## config.mk

```make
export PLATFORM = sky130hd
export DESIGN_NAME = lifo_stack_with_search
export DESIGN_NICKNAME = d
export VERILOG_FILES = /design/src/hw/rtl/lss_pkg.sv /design/src/hw/rtl/lifo_stack_with_search.sv /design/src/hw/rtl/lss_ram.sv
export SDC_FILE = /design/constraint.sdc
export NUM_CORES = 1
export LEC_CHECK = 0
export ABC_AREA = 1
export BUFFER_PORTS_ARGS = -buffer_cell sky130_fd_sc_hd__buf_2
export CAP_MARGIN = 20
export CORE_MARGIN = 3
export CORE_UTILIZATION = 50
export CTS_BUF_LIST = sky130_fd_sc_hd__clkbuf_16
export DETAILED_ROUTE_END_ITERATION = 16
export MAX_ROUTING_LAYER = met4
export PLACE_DENSITY = 0.67
export REMOVE_ABC_BUFFERS = 1
export SLEW_MARGIN = 20
export SYNTH_ARGS = -nofsm -noshare
export SYNTH_HDL_FRONTEND = slang
export SYNTH_SLANG_ARGS = --single-unit
```

## constraint.sdc

```tcl
create_clock -name clk_i -period 5.6 [get_ports clk_i]
set_input_delay 0.84 -clock clk_i [delete_from_list [all_inputs] [get_ports clk_i]]
set_output_delay 0.84 -clock clk_i [all_outputs]
set_load 0.01 [all_outputs]
```

## src/hw/rtl/lss_pkg.sv

```systemverilog
// ----------------------------------------------------------------------------
// lss_pkg: shared types for the LIFO stack with search
// Beat layouts of both channels, result status codes and operation codes.
// ----------------------------------------------------------------------------
package lss_pkg;

  localparam int unsigned DATA_W  = 32;
  localparam int unsigned COUNT_W = 5;
  localparam int unsigned MODE_W  = 4;

  typedef enum logic [1:0] {
    ST_OK       = 2'd0,
    ST_EMPTY    = 2'd1,
    ST_FULL     = 2'd2,
    ST_NOTFOUND = 2'd3
  } status_e;

  typedef enum logic [MODE_W-1:0] {
    MODE_PUSH     = 4'd0,
    MODE_POP      = 4'd1,
    MODE_PEEK     = 4'd2,
    MODE_SIZE     = 4'd3,
    MODE_IS_EMPTY = 4'd4,
    MODE_SEARCH   = 4'd5,
    MODE_UPDATE   = 4'd6,
    MODE_REVERSE  = 4'd7,
    MODE_CLEAR    = 4'd8,
    MODE_DISPLAY  = 4'd9
  } mode_e;

  typedef struct packed {
    logic [MODE_W-1:0]        mode;
    logic signed [DATA_W-1:0] value;
    logic signed [DATA_W-1:0] new_value;
  } lss_in_t;

  typedef struct packed {
    status_e                  status;
    logic signed [DATA_W-1:0] data;
    logic [COUNT_W-1:0]       count;
    logic                     last;
  } lss_out_t;

endpackage

```

## src/hw/rtl/lifo_stack_with_search.sv

```systemverilog
// ----------------------------------------------------------------------------
// lifo_stack_with_search: bounded LIFO stack of signed words with search
// Push, pop, peek, size, is-empty, search, update, reverse, clear and
// display on a stack of DEPTH entries held in one synchronous RAM.
// ----------------------------------------------------------------------------
//
//  Channel | Direction | Handshake             | Beat
//  --------+-----------+-----------------------+---------------------------
//  in      | input     | in_valid_i/in_ready_o | lss_in_t  (mode, values)
//  out     | output    | out_valid_o/out_ready_i| lss_out_t (status, data,
//          |           |                       |  count, last)
//
// Push, size, is-empty, clear and unused modes go from accept through the
// response state to the result register; pop and peek also pass through a
// read state that takes the registered RAM read data. Search and update
// issue one RAM read per cycle from the top until a match or the bottom.
// Reverse swaps each pair with two reads and two writes on the single RAM
// port pair; display sends each entry before it reads the next. The RAM
// contents are not cleared at reset; only the entry count is, so the block
// is ready right after reset. An item is taken only in the idle state, even
// while a result still sits in the output register; a stalled output holds
// the sequencer in its response state until the beat is taken.
//
module lifo_stack_with_search #(
  parameter int unsigned DEPTH = 16
) (
  input  logic              clk_i,
  input  logic              rst_ni,
  input  logic              in_valid_i,
  output logic              in_ready_o,
  input  lss_pkg::lss_in_t  in_data_i,
  output logic              out_valid_o,
  input  logic              out_ready_i,
  output lss_pkg::lss_out_t out_data_o
);
  import lss_pkg::*;

  // Address width of the store and width of the entry count, which must
  // also hold DEPTH itself.
  localparam int unsigned AW = (DEPTH > 1) ? $clog2(DEPTH) : 1;
  localparam int unsigned CW = $clog2(DEPTH + 1);
  localparam logic [CW-1:0] FULL_CNT = CW'(DEPTH);
  localparam logic [CW-1:0] ONE_CNT  = CW'(1);
  localparam logic [AW:0]   TWO_GAP  = (AW + 1)'(2);

  // One-hot sequencer states.
  typedef enum logic [9:0] {
    S_IDLE    = 10'b00_0000_0001,
    S_READ    = 10'b00_0000_0010,
    S_SCAN    = 10'b00_0000_0100,
    S_REV_A   = 10'b00_0000_1000,
    S_REV_B   = 10'b00_0001_0000,
    S_REV_C   = 10'b00_0010_0000,
    S_REV_D   = 10'b00_0100_0000,
    S_DISP_RD = 10'b00_1000_0000,
    S_DISP_WT = 10'b01_0000_0000,
    S_RESP    = 10'b10_0000_0000
  } state_e;

  state_e                   state_q, state_d;
  logic [CW-1:0]            count_q, count_d;
  logic                     out_valid_q, out_valid_d;
  lss_out_t                 out_q, out_d;
  logic                     pend_q, pend_d;

  // Working registers of the current item.
  logic [CW-1:0]            rem_q, rem_d;
  logic [AW-1:0]            pa_q, pa_d;
  logic [AW-1:0]            lo_q, lo_d;
  logic [AW-1:0]            hi_q, hi_d;
  logic [DATA_W-1:0]        key_q, key_d;
  logic [DATA_W-1:0]        nval_q, nval_d;
  logic [DATA_W-1:0]        tmp_q, tmp_d;
  logic                     upd_q, upd_d;
  status_e                  res_status_q, res_status_d;
  logic [DATA_W-1:0]        res_data_q, res_data_d;
  logic                     res_last_q, res_last_d;

  // RAM port signals.
  logic                     ram_we;
  logic [AW-1:0]            ram_waddr;
  logic [DATA_W-1:0]        ram_wdata;
  logic                     ram_re;
  logic [AW-1:0]            ram_raddr;
  logic [DATA_W-1:0]        ram_rdata;

  logic [CW-1:0]            count_m1;
  logic [CW-1:0]            rem_m1;
  logic [CW+COUNT_W-1:0]    count_ext;
  logic                     out_free;

  lss_ram #(
    .WIDTH (DATA_W),
    .DEPTH (DEPTH),
    .AW    (AW)
  ) u_store (
    .clk_i   (clk_i),
    .we_i    (ram_we),
    .waddr_i (ram_waddr),
    .wdata_i (ram_wdata),
    .re_i    (ram_re),
    .raddr_i (ram_raddr),
    .rdata_o (ram_rdata)
  );

  assign count_m1  = count_q - ONE_CNT;
  assign rem_m1    = rem_q - ONE_CNT;
  // The reported count is the entry count masked to the field width.
  assign count_ext = {{COUNT_W{1'b0}}, count_q};
  assign out_free  = !out_valid_q || out_ready_i;

  always_comb begin
    state_d      = state_q;
    count_d      = count_q;
    out_valid_d  = out_valid_q;
    out_d        = out_q;
    pend_d       = pend_q;
    rem_d        = rem_q;
    pa_d         = pa_q;
    lo_d         = lo_q;
    hi_d         = hi_q;
    key_d        = key_q;
    nval_d       = nval_q;
    tmp_d        = tmp_q;
    upd_d        = upd_q;
    res_status_d = res_status_q;
    res_data_d   = res_data_q;
    res_last_d   = res_last_q;
    ram_we       = 1'b0;
    ram_waddr    = '0;
    ram_wdata    = '0;
    ram_re       = 1'b0;
    ram_raddr    = '0;

    if (out_valid_q && out_ready_i) begin
      out_valid_d = 1'b0;
    end

    case (state_q)
      S_IDLE: begin
        if (in_valid_i) begin
          // Every result starts as ok, no data, final beat of the item.
          key_d        = in_data_i.value;
          nval_d       = in_data_i.new_value;
          res_status_d = ST_OK;
          res_data_d   = '0;
          res_last_d   = 1'b1;
          state_d      = S_RESP;
          case (in_data_i.mode)
            MODE_PUSH: begin
              if (count_q == FULL_CNT) begin
                res_status_d = ST_FULL;
              end else begin
                ram_we     = 1'b1;
                ram_waddr  = count_q[AW-1:0];
                ram_wdata  = in_data_i.value;
                count_d    = count_q + ONE_CNT;
                res_data_d = in_data_i.value;
              end
            end
            MODE_POP, MODE_PEEK: begin
              if (count_q == '0) begin
                res_status_d = ST_EMPTY;
              end else begin
                ram_re    = 1'b1;
                ram_raddr = count_m1[AW-1:0];
                if (in_data_i.mode == MODE_POP) begin
                  count_d = count_m1;
                end
                state_d = S_READ;
              end
            end
            MODE_SIZE: begin
            end
            MODE_IS_EMPTY: begin
              if (count_q == '0) begin
                res_status_d = ST_EMPTY;
              end
            end
            MODE_SEARCH, MODE_UPDATE: begin
              if (count_q == '0) begin
                res_status_d = ST_EMPTY;
              end else begin
                rem_d   = count_q;
                pend_d  = 1'b0;
                upd_d   = (in_data_i.mode == MODE_UPDATE);
                state_d = S_SCAN;
              end
            end
            MODE_REVERSE: begin
              if (count_q > ONE_CNT) begin
                lo_d    = '0;
                hi_d    = count_m1[AW-1:0];
                state_d = S_REV_A;
              end
            end
            MODE_CLEAR: begin
              count_d = '0;
            end
            MODE_DISPLAY: begin
              if (count_q == '0) begin
                res_status_d = ST_EMPTY;
              end else begin
                rem_d   = count_q;
                state_d = S_DISP_RD;
              end
            end
            default: begin
            end
          endcase
        end
      end

      S_READ: begin
        res_data_d = ram_rdata;
        state_d    = S_RESP;
      end

      // Walk from the top, one read issued per cycle; the compare looks at
      // the word read in the previous cycle.
      S_SCAN: begin
        if (pend_q && (ram_rdata == key_q)) begin
          if (upd_q) begin
            ram_we     = 1'b1;
            ram_waddr  = pa_q;
            ram_wdata  = nval_q;
            res_data_d = nval_q;
          end else begin
            res_data_d = key_q;
          end
          state_d = S_RESP;
        end else if (rem_q == '0) begin
          res_status_d = ST_NOTFOUND;
          state_d      = S_RESP;
        end else begin
          ram_re    = 1'b1;
          ram_raddr = rem_m1[AW-1:0];
          pa_d      = rem_m1[AW-1:0];
          rem_d     = rem_m1;
          pend_d    = 1'b1;
        end
      end

      // Swap one pair: read low, read high, write low, write high.
      S_REV_A: begin
        ram_re    = 1'b1;
        ram_raddr = lo_q;
        state_d   = S_REV_B;
      end
      S_REV_B: begin
        ram_re    = 1'b1;
        ram_raddr = hi_q;
        tmp_d     = ram_rdata;
        state_d   = S_REV_C;
      end
      S_REV_C: begin
        ram_we    = 1'b1;
        ram_waddr = lo_q;
        ram_wdata = ram_rdata;
        state_d   = S_REV_D;
      end
      S_REV_D: begin
        ram_we    = 1'b1;
        ram_waddr = hi_q;
        ram_wdata = tmp_q;
        lo_d      = lo_q + AW'(1);
        hi_d      = hi_q - AW'(1);
        if (({1'b0, hi_q} - {1'b0, lo_q}) > TWO_GAP) begin
          state_d = S_REV_A;
        end else begin
          state_d = S_RESP;
        end
      end

      S_DISP_RD: begin
        ram_re    = 1'b1;
        ram_raddr = rem_m1[AW-1:0];
        rem_d     = rem_m1;
        state_d   = S_DISP_WT;
      end
      S_DISP_WT: begin
        res_status_d = ST_OK;
        res_data_d   = ram_rdata;
        res_last_d   = (rem_q == '0);
        state_d      = S_RESP;
      end

      // The entry count is final here, so it goes straight into the beat.
      S_RESP: begin
        if (out_free) begin
          out_valid_d  = 1'b1;
          out_d.status = res_status_q;
          out_d.data   = res_data_q;
          out_d.count  = count_ext[COUNT_W-1:0];
          out_d.last   = res_last_q;
          state_d      = res_last_q ? S_IDLE : S_DISP_RD;
        end
      end

      default: begin
        state_d = S_IDLE;
      end
    endcase
  end

  always_ff @(posedge clk_i or negedge rst_ni) begin
    if (!rst_ni) begin
      state_q     <= S_IDLE;
      count_q     <= '0;
      out_valid_q <= 1'b0;
      pend_q      <= 1'b0;
    end else begin
      state_q     <= state_d;
      count_q     <= count_d;
      out_valid_q <= out_valid_d;
      pend_q      <= pend_d;
    end
  end

  always_ff @(posedge clk_i) begin
    out_q        <= out_d;
    rem_q        <= rem_d;
    pa_q         <= pa_d;
    lo_q         <= lo_d;
    hi_q         <= hi_d;
    key_q        <= key_d;
    nval_q       <= nval_d;
    tmp_q        <= tmp_d;
    upd_q        <= upd_d;
    res_status_q <= res_status_d;
    res_data_q   <= res_data_d;
    res_last_q   <= res_last_d;
  end

  assign in_ready_o  = (state_q == S_IDLE);
  assign out_valid_o = out_valid_q;
  assign out_data_o  = out_q;

endmodule

```

## src/hw/rtl/lss_ram.sv

```systemverilog
// ----------------------------------------------------------------------------
// lss_ram: generic single-write, single-read RAM
// One write port and one read port; read data is registered.
// ----------------------------------------------------------------------------
module lss_ram #(
  parameter int unsigned WIDTH = 32,
  parameter int unsigned DEPTH = 16,
  parameter int unsigned AW    = (DEPTH > 1) ? $clog2(DEPTH) : 1
) (
  input  logic             clk_i,
  input  logic             we_i,
  input  logic [AW-1:0]    waddr_i,
  input  logic [WIDTH-1:0] wdata_i,
  input  logic             re_i,
  input  logic [AW-1:0]    raddr_i,
  output logic [WIDTH-1:0] rdata_o
);

  logic [WIDTH-1:0] mem_q [DEPTH];
  logic [WIDTH-1:0] rdata_q;

  always_ff @(posedge clk_i) begin
    if (we_i) begin
      mem_q[waddr_i] <= wdata_i;
    end
    if (re_i) begin
      rdata_q <= mem_q[raddr_i];
    end
  end

  assign rdata_o = rdata_q;

endmodule

```

==> results, run 1 <==
- During placement, the flow inserted port buffers numbering 113.
- The leading area contributor after synthesis is sky130_fd_sc_hd__edfxtp_1.
- The number of global-route vias before repair is approximately 23000.
- The routed design has 97420 um of wire.
- The largest net degree at the start of global routing is 159.
- The count of max-cap constraint violations is 0.
- The initialized floorplan defines 94 standard-cell rows.
- In this run the number of H-tree levels came out at 3.
- The summed area of non-filler cells in the final layout is 37870 sq um.
- The mean instance size in the synthesized netlist is 11.04 sq um.
- The number of ports placed on the die boundary is 114.
- The flip-flop and latch count after synthesis is 750.
- The final count of pins violating max slew is 0.
- The critical path is of the reg -> reg type.
- The die is roughly 270 um tall.
- The root buffer cell is sky130_fd_sc_hd__clkbuf_16.
- The static leakage power is 15.19 nW.
- The required time of the critical path is ~6000 ps.
- The post-route total power is roughly 14 mW.
- At the end of routability-driven placement, the weighted congestion stood at 0.9165.
- The largest single stage delay on the critical path is 810 ps.
- The worst hold path belongs to the class in -> async.
- Setup repair after global routing left no endpoint under its margin.
- The initial antenna violation count is 2.
- The worst slew margin relative to its limit is 0.2957.
- The total setup buffers inserted after CTS is 0.
- Of all nets on the critical path, the largest fanout is 20.
- The first global-routing pass estimated 144800 um of wire.
- Clock-pin slew was measured on the worst setup and hold paths at 60 ps.
- Timing would allow up to 233.7 MHz.
- The die covers 70670 sq um.
- The detailed router used layers up to and including met4.
- In this run, distinct cell masters in the synthesized netlist total 54.
- The detailed router finished its first iteration with 2970 violations.
- The TritonCTS clock tree is built.
- The number of warnings issued by yosys is 0.
- The peak supply drop is approximately 0.27 mV.
- The half-perimeter wire length after placement is 57790 um.
- In this run, post-CTS hold repair placed 0 buffers.
- Summing all placed instances gives a cell area of approximately 35000 sq um.
- The flip-flop cell with the highest count after synthesis is sky130_fd_sc_hd__edfxtp_1.
- By area the synthesized netlist is led by sky130_fd_sc_hd__edfxtp_1 (65%), sky130_fd_sc_hd__nand3_1 (9.5%), sky130_fd_sc_hd__inv_1 (5.8%), sky130_fd_sc_hd__nand2_1 (5.0%), sky130_fd_sc_hd__nand3b_1 (2.9%).
- The initial utilization of the core area, before any placement, comes to 0.5089.
- At the pin with the least slew margin, the transition time is between 1000 and 1500 ps.
- The clock sink count is 750.
- The overall fraction of global-route tracks in use is 0.2817.
- Setup violations remaining at the end of the flow were counted as 0.
- The length of the first detailed-routing pass in iterations is 6.
- Global routing finished with a remaining overflow of 0.
- Once layout is complete, the utilization of the core stands at 0.5709.
- The final hold violation count is 0.
- The routed design uses 44970 um of met2 wire.
- The worst setup path is launched from a flip-flop.
- Gates resized during post-CTS repair numbered 0.
- The count of nets after finishing is 3252.
- TritonCTS created 79 clock buffers.
- The routed wire length per instance is 23.79 um.
- The cell area power density is 376.4 nW/um^2.
- The layout-stage area growth over the synthesis result is 12.19%.
- sky130_fd_sc_hd__edfxtp_1 is the most common cell in the netlist.
- Synthesis handed over a netlist of 3059 instances.
- The endpoint arrival time on the critical path is 4600 ps.
- The post-synthesis sequential area ratio is 0.6647.
- The clock passes through at most 3 buffers.
- The number of nets with antenna violations after detailed routing is 0.
- The kind of end point of the critical path is a flip-flop.
- Traced cell by cell, the critical path runs through xnor2_1 -> nand2_1 -> nor2_1 -> nand2_1 -> nor2_1 -> nand3_1 -> nor2_1 -> nand3_1 -> nand2_1 -> nand3_1 -> nor2_4 -> buf_4.
- The flow ran to the end, and the final reports show no timing, DRC or antenna violations.
- The die width is around 270 um.
- In this run, synthesis inferred 733 flip-flops with an integrated enable.
- After detailed routing, the wire length on met1 is 39110 um.
- The number of buffer and inverter stages on the critical path is 1.
- The time the worst path needs with I/O delays and setup is 4278 ps.
- The cell type group with the largest total delay on the critical path is simple AND/OR/NAND/NOR gates.
- The layout cell share with drive strength beyond 1 is 0.1099.
- The slowest stage of the critical path is the sky130_fd_sc_hd__nor2_4 cell.
- The worst setup slack before clock tree synthesis is 1134 ps.
- The netlist area before placement is 33760 sq um.
- In the finished design, the share of the clock period the worst path needs comes to 0.7640.
- The source-to-sink clock delay at the later pin of the worst-skew pair is approximately 640 ps.
- Using the TritonRoute via totals, the vias-per-cell ratio works out to 5.906.
- On the final layout, the worst clock skew is approximately 37 ps.
- In the synthesized netlist, the cells that appear most often are sky130_fd_sc_hd__edfxtp_1 (733), sky130_fd_sc_hd__nand3_1 (641), sky130_fd_sc_hd__inv_1 (518).
- The core region is between 60000 and 70000 sq um.
- In the routed design, unresolved DRC markers number 0.
- For this run, asynchronously set or reset flops after synthesis account for 0.02267.
- The setup slack of the critical path after layout is 1322 ps.
- The final route contains ~24000 vias.
- The share of synthesized area in the top cell type comes to 0.6521.
- After detailed routing, the met3 layer carries 9501 um of wire.
[cell families after synthesis]
family	synth area share
compound gates	0.04062
xor+xnor	0.006227
fa+ha+maj	0.005041
buf+inv	0.08610
flops	0.6647
mux	0.0002965
simple gates	0.1970
[where the power goes]
group	internal (mW)	leakage [nW]	switching, mW
clock	2.85	1.26	2.21
combinational	0.589	7.44	1.66
sequential	6.71	6.49	0.237
[path summary, 6_finish.rpt]
kind | cells past startpoint | to | slack, ps | start
max in group asynchronous | 1 | state_q[0]$_DFFE_PN1P_ | 5070 | rst_ni
setup reg to reg | 12 | u_store.mem_q[11][8]$_DFFE_PP_ | 1320 | u_store.rdata_o[22]$_DFFE_PP_
setup / recovery | 12 | u_store.mem_q[11][8]$_DFFE_PP_ | 1320 | u_store.rdata_o[22]$_DFFE_PP_
hold reg to reg | 0 | out_data_o[16]$_DFFE_PP_ | 410 | res_data_q[10]$_DFFE_PP_
hold / removal | 1 | out_valid_o$_DFF_PN0_ | 160 | rst_ni
min in group clk_i | 1 | nval_q[0]$_DFFE_PP_ | 370 | in_data_i[0]
[metrics by stage]
| stage | instances | setup TNS (ps) | hold slack (ps) |
|---|---|---|---|
| floorplan | 2894 | -71050 | 400.3 |
| global placement | 3950 | 0 | 403.1 |
| detailed placement | 3950 | 0 | 406.3 |
| CTS | 4093 | 0 | 145.2 |
| global route | 4095 | 0 | 172.8 |
| finish | 4095 | 0 | 164.1 |
[cell usage in the layout, fill, tap and decap left out, types with 3 or more instances in the layout]
master / count
sky130_fd_sc_hd__nand4_1: 17
sky130_fd_sc_hd__nand2_1: 451
sky130_fd_sc_hd__o21ai_1: 19
sky130_fd_sc_hd__bufinv_16: 5
sky130_fd_sc_hd__o221ai_1: 33
sky130_fd_sc_hd__nor2_4: 21
sky130_fd_sc_hd__clkinv_1: 19
sky130_fd_sc_hd__nand3_1: 639
sky130_fd_sc_hd__inv_6: 3
sky130_fd_sc_hd__buf_2: 113
sky130_fd_sc_hd__o21ai_0: 36
sky130_fd_sc_hd__nor3_1: 14
sky130_fd_sc_hd__xnor2_1: 15
sky130_fd_sc_hd__inv_1: 528
sky130_fd_sc_hd__a21oi_1: 12
sky130_fd_sc_hd__buf_12: 8
sky130_fd_sc_hd__nand2_4: 4
sky130_fd_sc_hd__dfrtp_1: 16
sky130_fd_sc_hd__a31oi_1: 5
sky130_fd_sc_hd__clkinv_2: 21
sky130_fd_sc_hd__nor2_1: 94
sky130_fd_sc_hd__a221oi_1: 34
sky130_fd_sc_hd__buf_4: 70
sky130_fd_sc_hd__nor2_2: 4
sky130_fd_sc_hd__o21a_1: 24
sky130_fd_sc_hd__clkbuf_16: 80
sky130_fd_sc_hd__o22ai_1: 6
sky130_fd_sc_hd__nand3b_1: 131
sky130_fd_sc_hd__xor2_1: 9
sky130_fd_sc_hd__ha_1: 12
sky130_fd_sc_hd__clkinvlp_4: 4
sky130_fd_sc_hd__a21boi_0: 10
sky130_fd_sc_hd__edfxtp_1: 733
[metal layers]
metal / vias up / track usage
li1: 10760 / -
met1: 11770 / 0.3781
met5: - / -
met4: 0 / 0.1140
met2: 1411 / 0.4299
met3: 247 / 0.04959
[cell type report]
class / count / area, sq um
multi-input cells: 1621 / 8636
fillers: 5502 / 28460
flip-flops and latches: 750 / 22440
clock buffers: 80 / 2002
diodes: 2 / 5.005
inverters: 523 / 1966
well taps: 864 / 1081
clock inverters: 63 / 481.7
repair buffers: 192 / 1262
[flip-flops by register name, summed over array words and instances (netlist names)]
signal / count
pa_q: 4
key_q: 32
out_data_o: 40
state_q: 10
hi_q: 4
res_status_q: 2
u_store.rdata_o: 32
rem_q: 5
upd_q: 1
count_q: 5
nval_q: 32
u_store.mem_q: 512
res_data_q: 32
out_valid_o: 1
lo_q: 4
pend_q: 1
res_last_q: 1
tmp_q: 32
Note: power is estimated with default switching activity, not from simulation.
==> run 2, diff against run 1 <==
==> constraint.sdc (replaced) <==
create_clock -name clk_i -period 4.3 [get_ports clk_i]
set_input_delay 0.645 -clock clk_i [delete_from_list [all_inputs] [get_ports clk_i]]
set_output_delay 0.645 -clock clk_i [all_outputs]
set_load 0.01 [all_outputs]
==> run 2 against run 1 <==
  * Critical path depth unchanged
  * Hold slack gained 28 ps
  * Sequential cell count unchanged
  * Fmax increased by 5.5%
  * Routed wire length rose by 2.2%
  * Clock skew decreased by 17 ps
  * Critical path type unchanged
  * Highest routed layer unchanged
==> results, run 2 (synthesis gave the netlist of run 1 again) <==
- The run finished with clean final reports.
- The most common cell after layout, fill and taps aside is sky130_fd_sc_hd__edfxtp_1.
- The cell type group with the largest total delay on the critical path is simple AND/OR/NAND/NOR gates.
- The clock sink count came to 750 (unchanged).
- The final period utilization was 0.9432 (+0.1792).
- The static leakage power is 15.49 nW (+2.0%).
- The worst clock skew is 20.21 ps (-17.15 ps).
- The final hold violation count is 0 (unchanged).
- The class of the tightest hold or removal check is in -> reg.
- The final weighted congestion in routability-driven placement is 0.9179 (+0.15%).
- The share of total power consumed by net switching was 0.2800 (-0.008117).
- The number of ports placed on the die boundary is 114 (unchanged).
- The slowest stage of the critical path belongs to the cell sky130_fd_sc_hd__buf_4.
- The total negative slack was 0 ps (unchanged).
- The clock power share is 0.361 (+0.006).
- The number of failing setup endpoints in the final timing report is 0 (unchanged).
- The number of buffers between clock root and the deepest sink is 3 (unchanged).
- The initial antenna violation count is 3 (+1).
- The number of nets with antenna violations after detailed routing came to 0 (unchanged).
- The fraction of power consumed by combinational cells is 0.160 (+0.002).
- The number of buffers inserted by port buffering is 113 (unchanged).
- The sort of element at the start of the critical path is a flip-flop.
- The source-to-sink clock delay at the later pin of the worst-skew pair was 630 ps (about the same).
- The die boundary height is 265.8 um (unchanged).
- The logic depth of the worst register-to-register path came to 12 (unchanged).
- The endpoint arrival time on the critical path is 4300 ps (-300 ps).
- The die area is 70670 sq um (unchanged).
- The clock transition at the registers of the reported paths came to 60 ps (about the same).
- The number of buffer and inverter stages on the critical path is 1 (unchanged).
- The number of clock buffers inserted by TritonCTS came to 78 (-1.3%).
- The required time of the critical path came to 4550 ps (-1370 ps).
- The achievable frequency was 246.6 MHz (+5.5%).
- The floorplan row count is 94 (unchanged).
- The worst slew margin relative to its limit is 0.3068 (+0.01114).
- The critical path's largest stage delay was 550 ps (-260 ps).
- The worst hold path begins at in_data_i[5].
- In this run the worst setup path begins at u_store.rdata_o[30]$_DFFE_PP_.
- The routed wire length per instance is 24.10 um (+1.3%).
- The layout cell share with drive strength beyond 1 is 0.1186 (+0.008661).
- The cell area power density is 493.0 nW/um^2 (+31%).
- The half-perimeter wire length after placement is 59410 um (+2.8%).
- The largest net degree at the start of global routing came to 146 (-8.2%).
- The count of max-cap constraint violations came to 0 (unchanged).
- The overall fraction of global-route tracks in use is 0.2882 (+0.006522).
- The part of the total power dissipated in sequential elements is 0.479 (-0.009).
- The first-iteration detailed-routing DRC count is 3308 (+11%).
- The internal power component was 13.61 mW (+34%).
- The flip-flop count of the largest register, all copies and words added is 512 (unchanged).
- Leaving out fill and tap cells, the most frequent cells in the layout are sky130_fd_sc_hd__edfxtp_1 (733), sky130_fd_sc_hd__nand3_1 (639), sky130_fd_sc_hd__inv_1 (533).
- The area of the placeable core is 66330 sq um (unchanged).
- The TritonCTS clock tree is built.
- The wire length of the first global-routing pass came to 148200 um (+2.3%).
- The via density per instance is 5.907 (about the same).
- The count of nets after finishing is 3288 (+1.1%).
- The transition time at the pin with the least slew margin is 1040 ps (-9.592 ps).
- The highest net fanout along the worst path is 32 (+60%).
- The initial core utilization is 0.5089 (unchanged).
- The layout-stage area growth over the synthesis result is 13.62%.
- The number of global-route vias before repair is 23750 (+2.2%).
- The time the worst path needs with I/O delays and setup came to 4056 ps (-222.6 ps).
- The root buffer cell is sky130_fd_sc_hd__clkbuf_16.
- More flip-flops sit in one register than any other, and that register is u_store.mem_q.
- The worst flop-to-flop path startpoint is u_store.rdata_o[30]$_DFFE_PP_.
- STA classifies the critical path endpoint as a flip-flop.
- The number of remaining DRC errors came to 0 (unchanged).
- The final wirelength is 99550 um (+2.2%).
- The number of H-tree levels is 3 (unchanged).
- Setup repair after global routing left no endpoint under its margin.
- The critical path is of the reg -> reg type.
- The critical path goes through xnor2_1 -> nand2_1 -> nor2_1 -> nand2_1 -> nor2_1 -> nand3_1 -> nor2_1 -> nand3_1 -> nand2_1 -> nand3_1 -> nor2_4 -> buf_4.
- The number of cells on the critical path is 12 (unchanged).
- The peak supply drop is 0.3560 mV (+34%).
- The die width was 265.8 um (unchanged).
- The worst hold slack was 192.4 ps (+28.30 ps).
- The aggregate global routing overflow was 0 (unchanged).
- The via count was 24390 (+0.87%).
- The final count of pins violating max slew is 0 (unchanged).
- The hold-critical path depth is 1.
- The length of the first detailed-routing pass in iterations is 8 (+2).
- The reported net switching power is 5.294 mW (+29%).
-- run 2: power groups by stage --
stage | registers, mW | clock network, mW | logic (mW)
after floorplan | 9.08 | 0 | 1.76
after global placement | 9.18 | 0 | 2.94
after detailed placement | 9.19 | 0 | 2.98
after CTS | 9.05 | 6.91 | 2.99
after global routing | 9.10 | 7.22 | 3.26
final | 9.06 | 6.83 | 3.02
-- run 2: area by class of cell --
type                            instances  area, sq um
Inverter                              523         1964
Tap cell                              864         1081
Clock inverter                         60        566.8
Timing Repair Buffer                  229         1664
Antenna cell                            3        7.507
Sequential cell                       750        22440
Multi-Input combinational cell       1621         8631
Fill cell                            5427        27980
Clock buffer                           80         2002
-- run 2: metal layers --
layer  up-vias  GRT usage  part of all wire
met5         -          -                 0
met4         0     0.1384             0.048
met3       290    0.05836              0.11
met2      1456     0.4323              0.45
met1     11810     0.3793              0.39
li1      10840          -                 -
-- run 2: timing repair --
item,in CTS,in global routing
setup buffers,0,0
endpoints found under the hold margin,16,0
gates resized for setup,0,1
endpoints found under the setup margin,0,32
hold buffers,1,0
-- run 2: per-stage QoR --
| step | utilization | cells | power, mW | setup WS (ps) | instance area (sq um) |
|---|---|---|---|---|---|
| floorplan | - | 2894 | 10.84 | -3520 | 32810 |
| global placement | 0.5391 | 3986 | 12.13 | 308.1 | 35760 |
| detailed placement | 0.5391 | 3986 | 12.16 | 282.1 | 35760 |
| CTS | 0.5780 | 4127 | 18.95 | 270.5 | 38340 |
| global route | 0.5782 | 4129 | 19.58 | 62.93 | 38350 |
| finish | 0.5782 | 4130 | 18.91 | 244.1 | 38350 |
-- run 2: path summary, 6_finish.rpt --
| path | to | slack, ps |
|---|---|---|
| worst max-delay path | u_store.mem_q[2][0]$_DFFE_PP_ | 240 |
| worst min-delay path | nval_q[5]$_DFFE_PP_ | 190 |
| worst max register to register | u_store.mem_q[2][0]$_DFFE_PP_ | 240 |
| worst min register to register | out_data_o[16]$_DFFE_PP_ | 420 |
| max in group asynchronous | state_q[0]$_DFFE_PN1P_ | 3430 |
| min in group asynchronous | pend_q$_DFFE_PN0P_ | 510 |
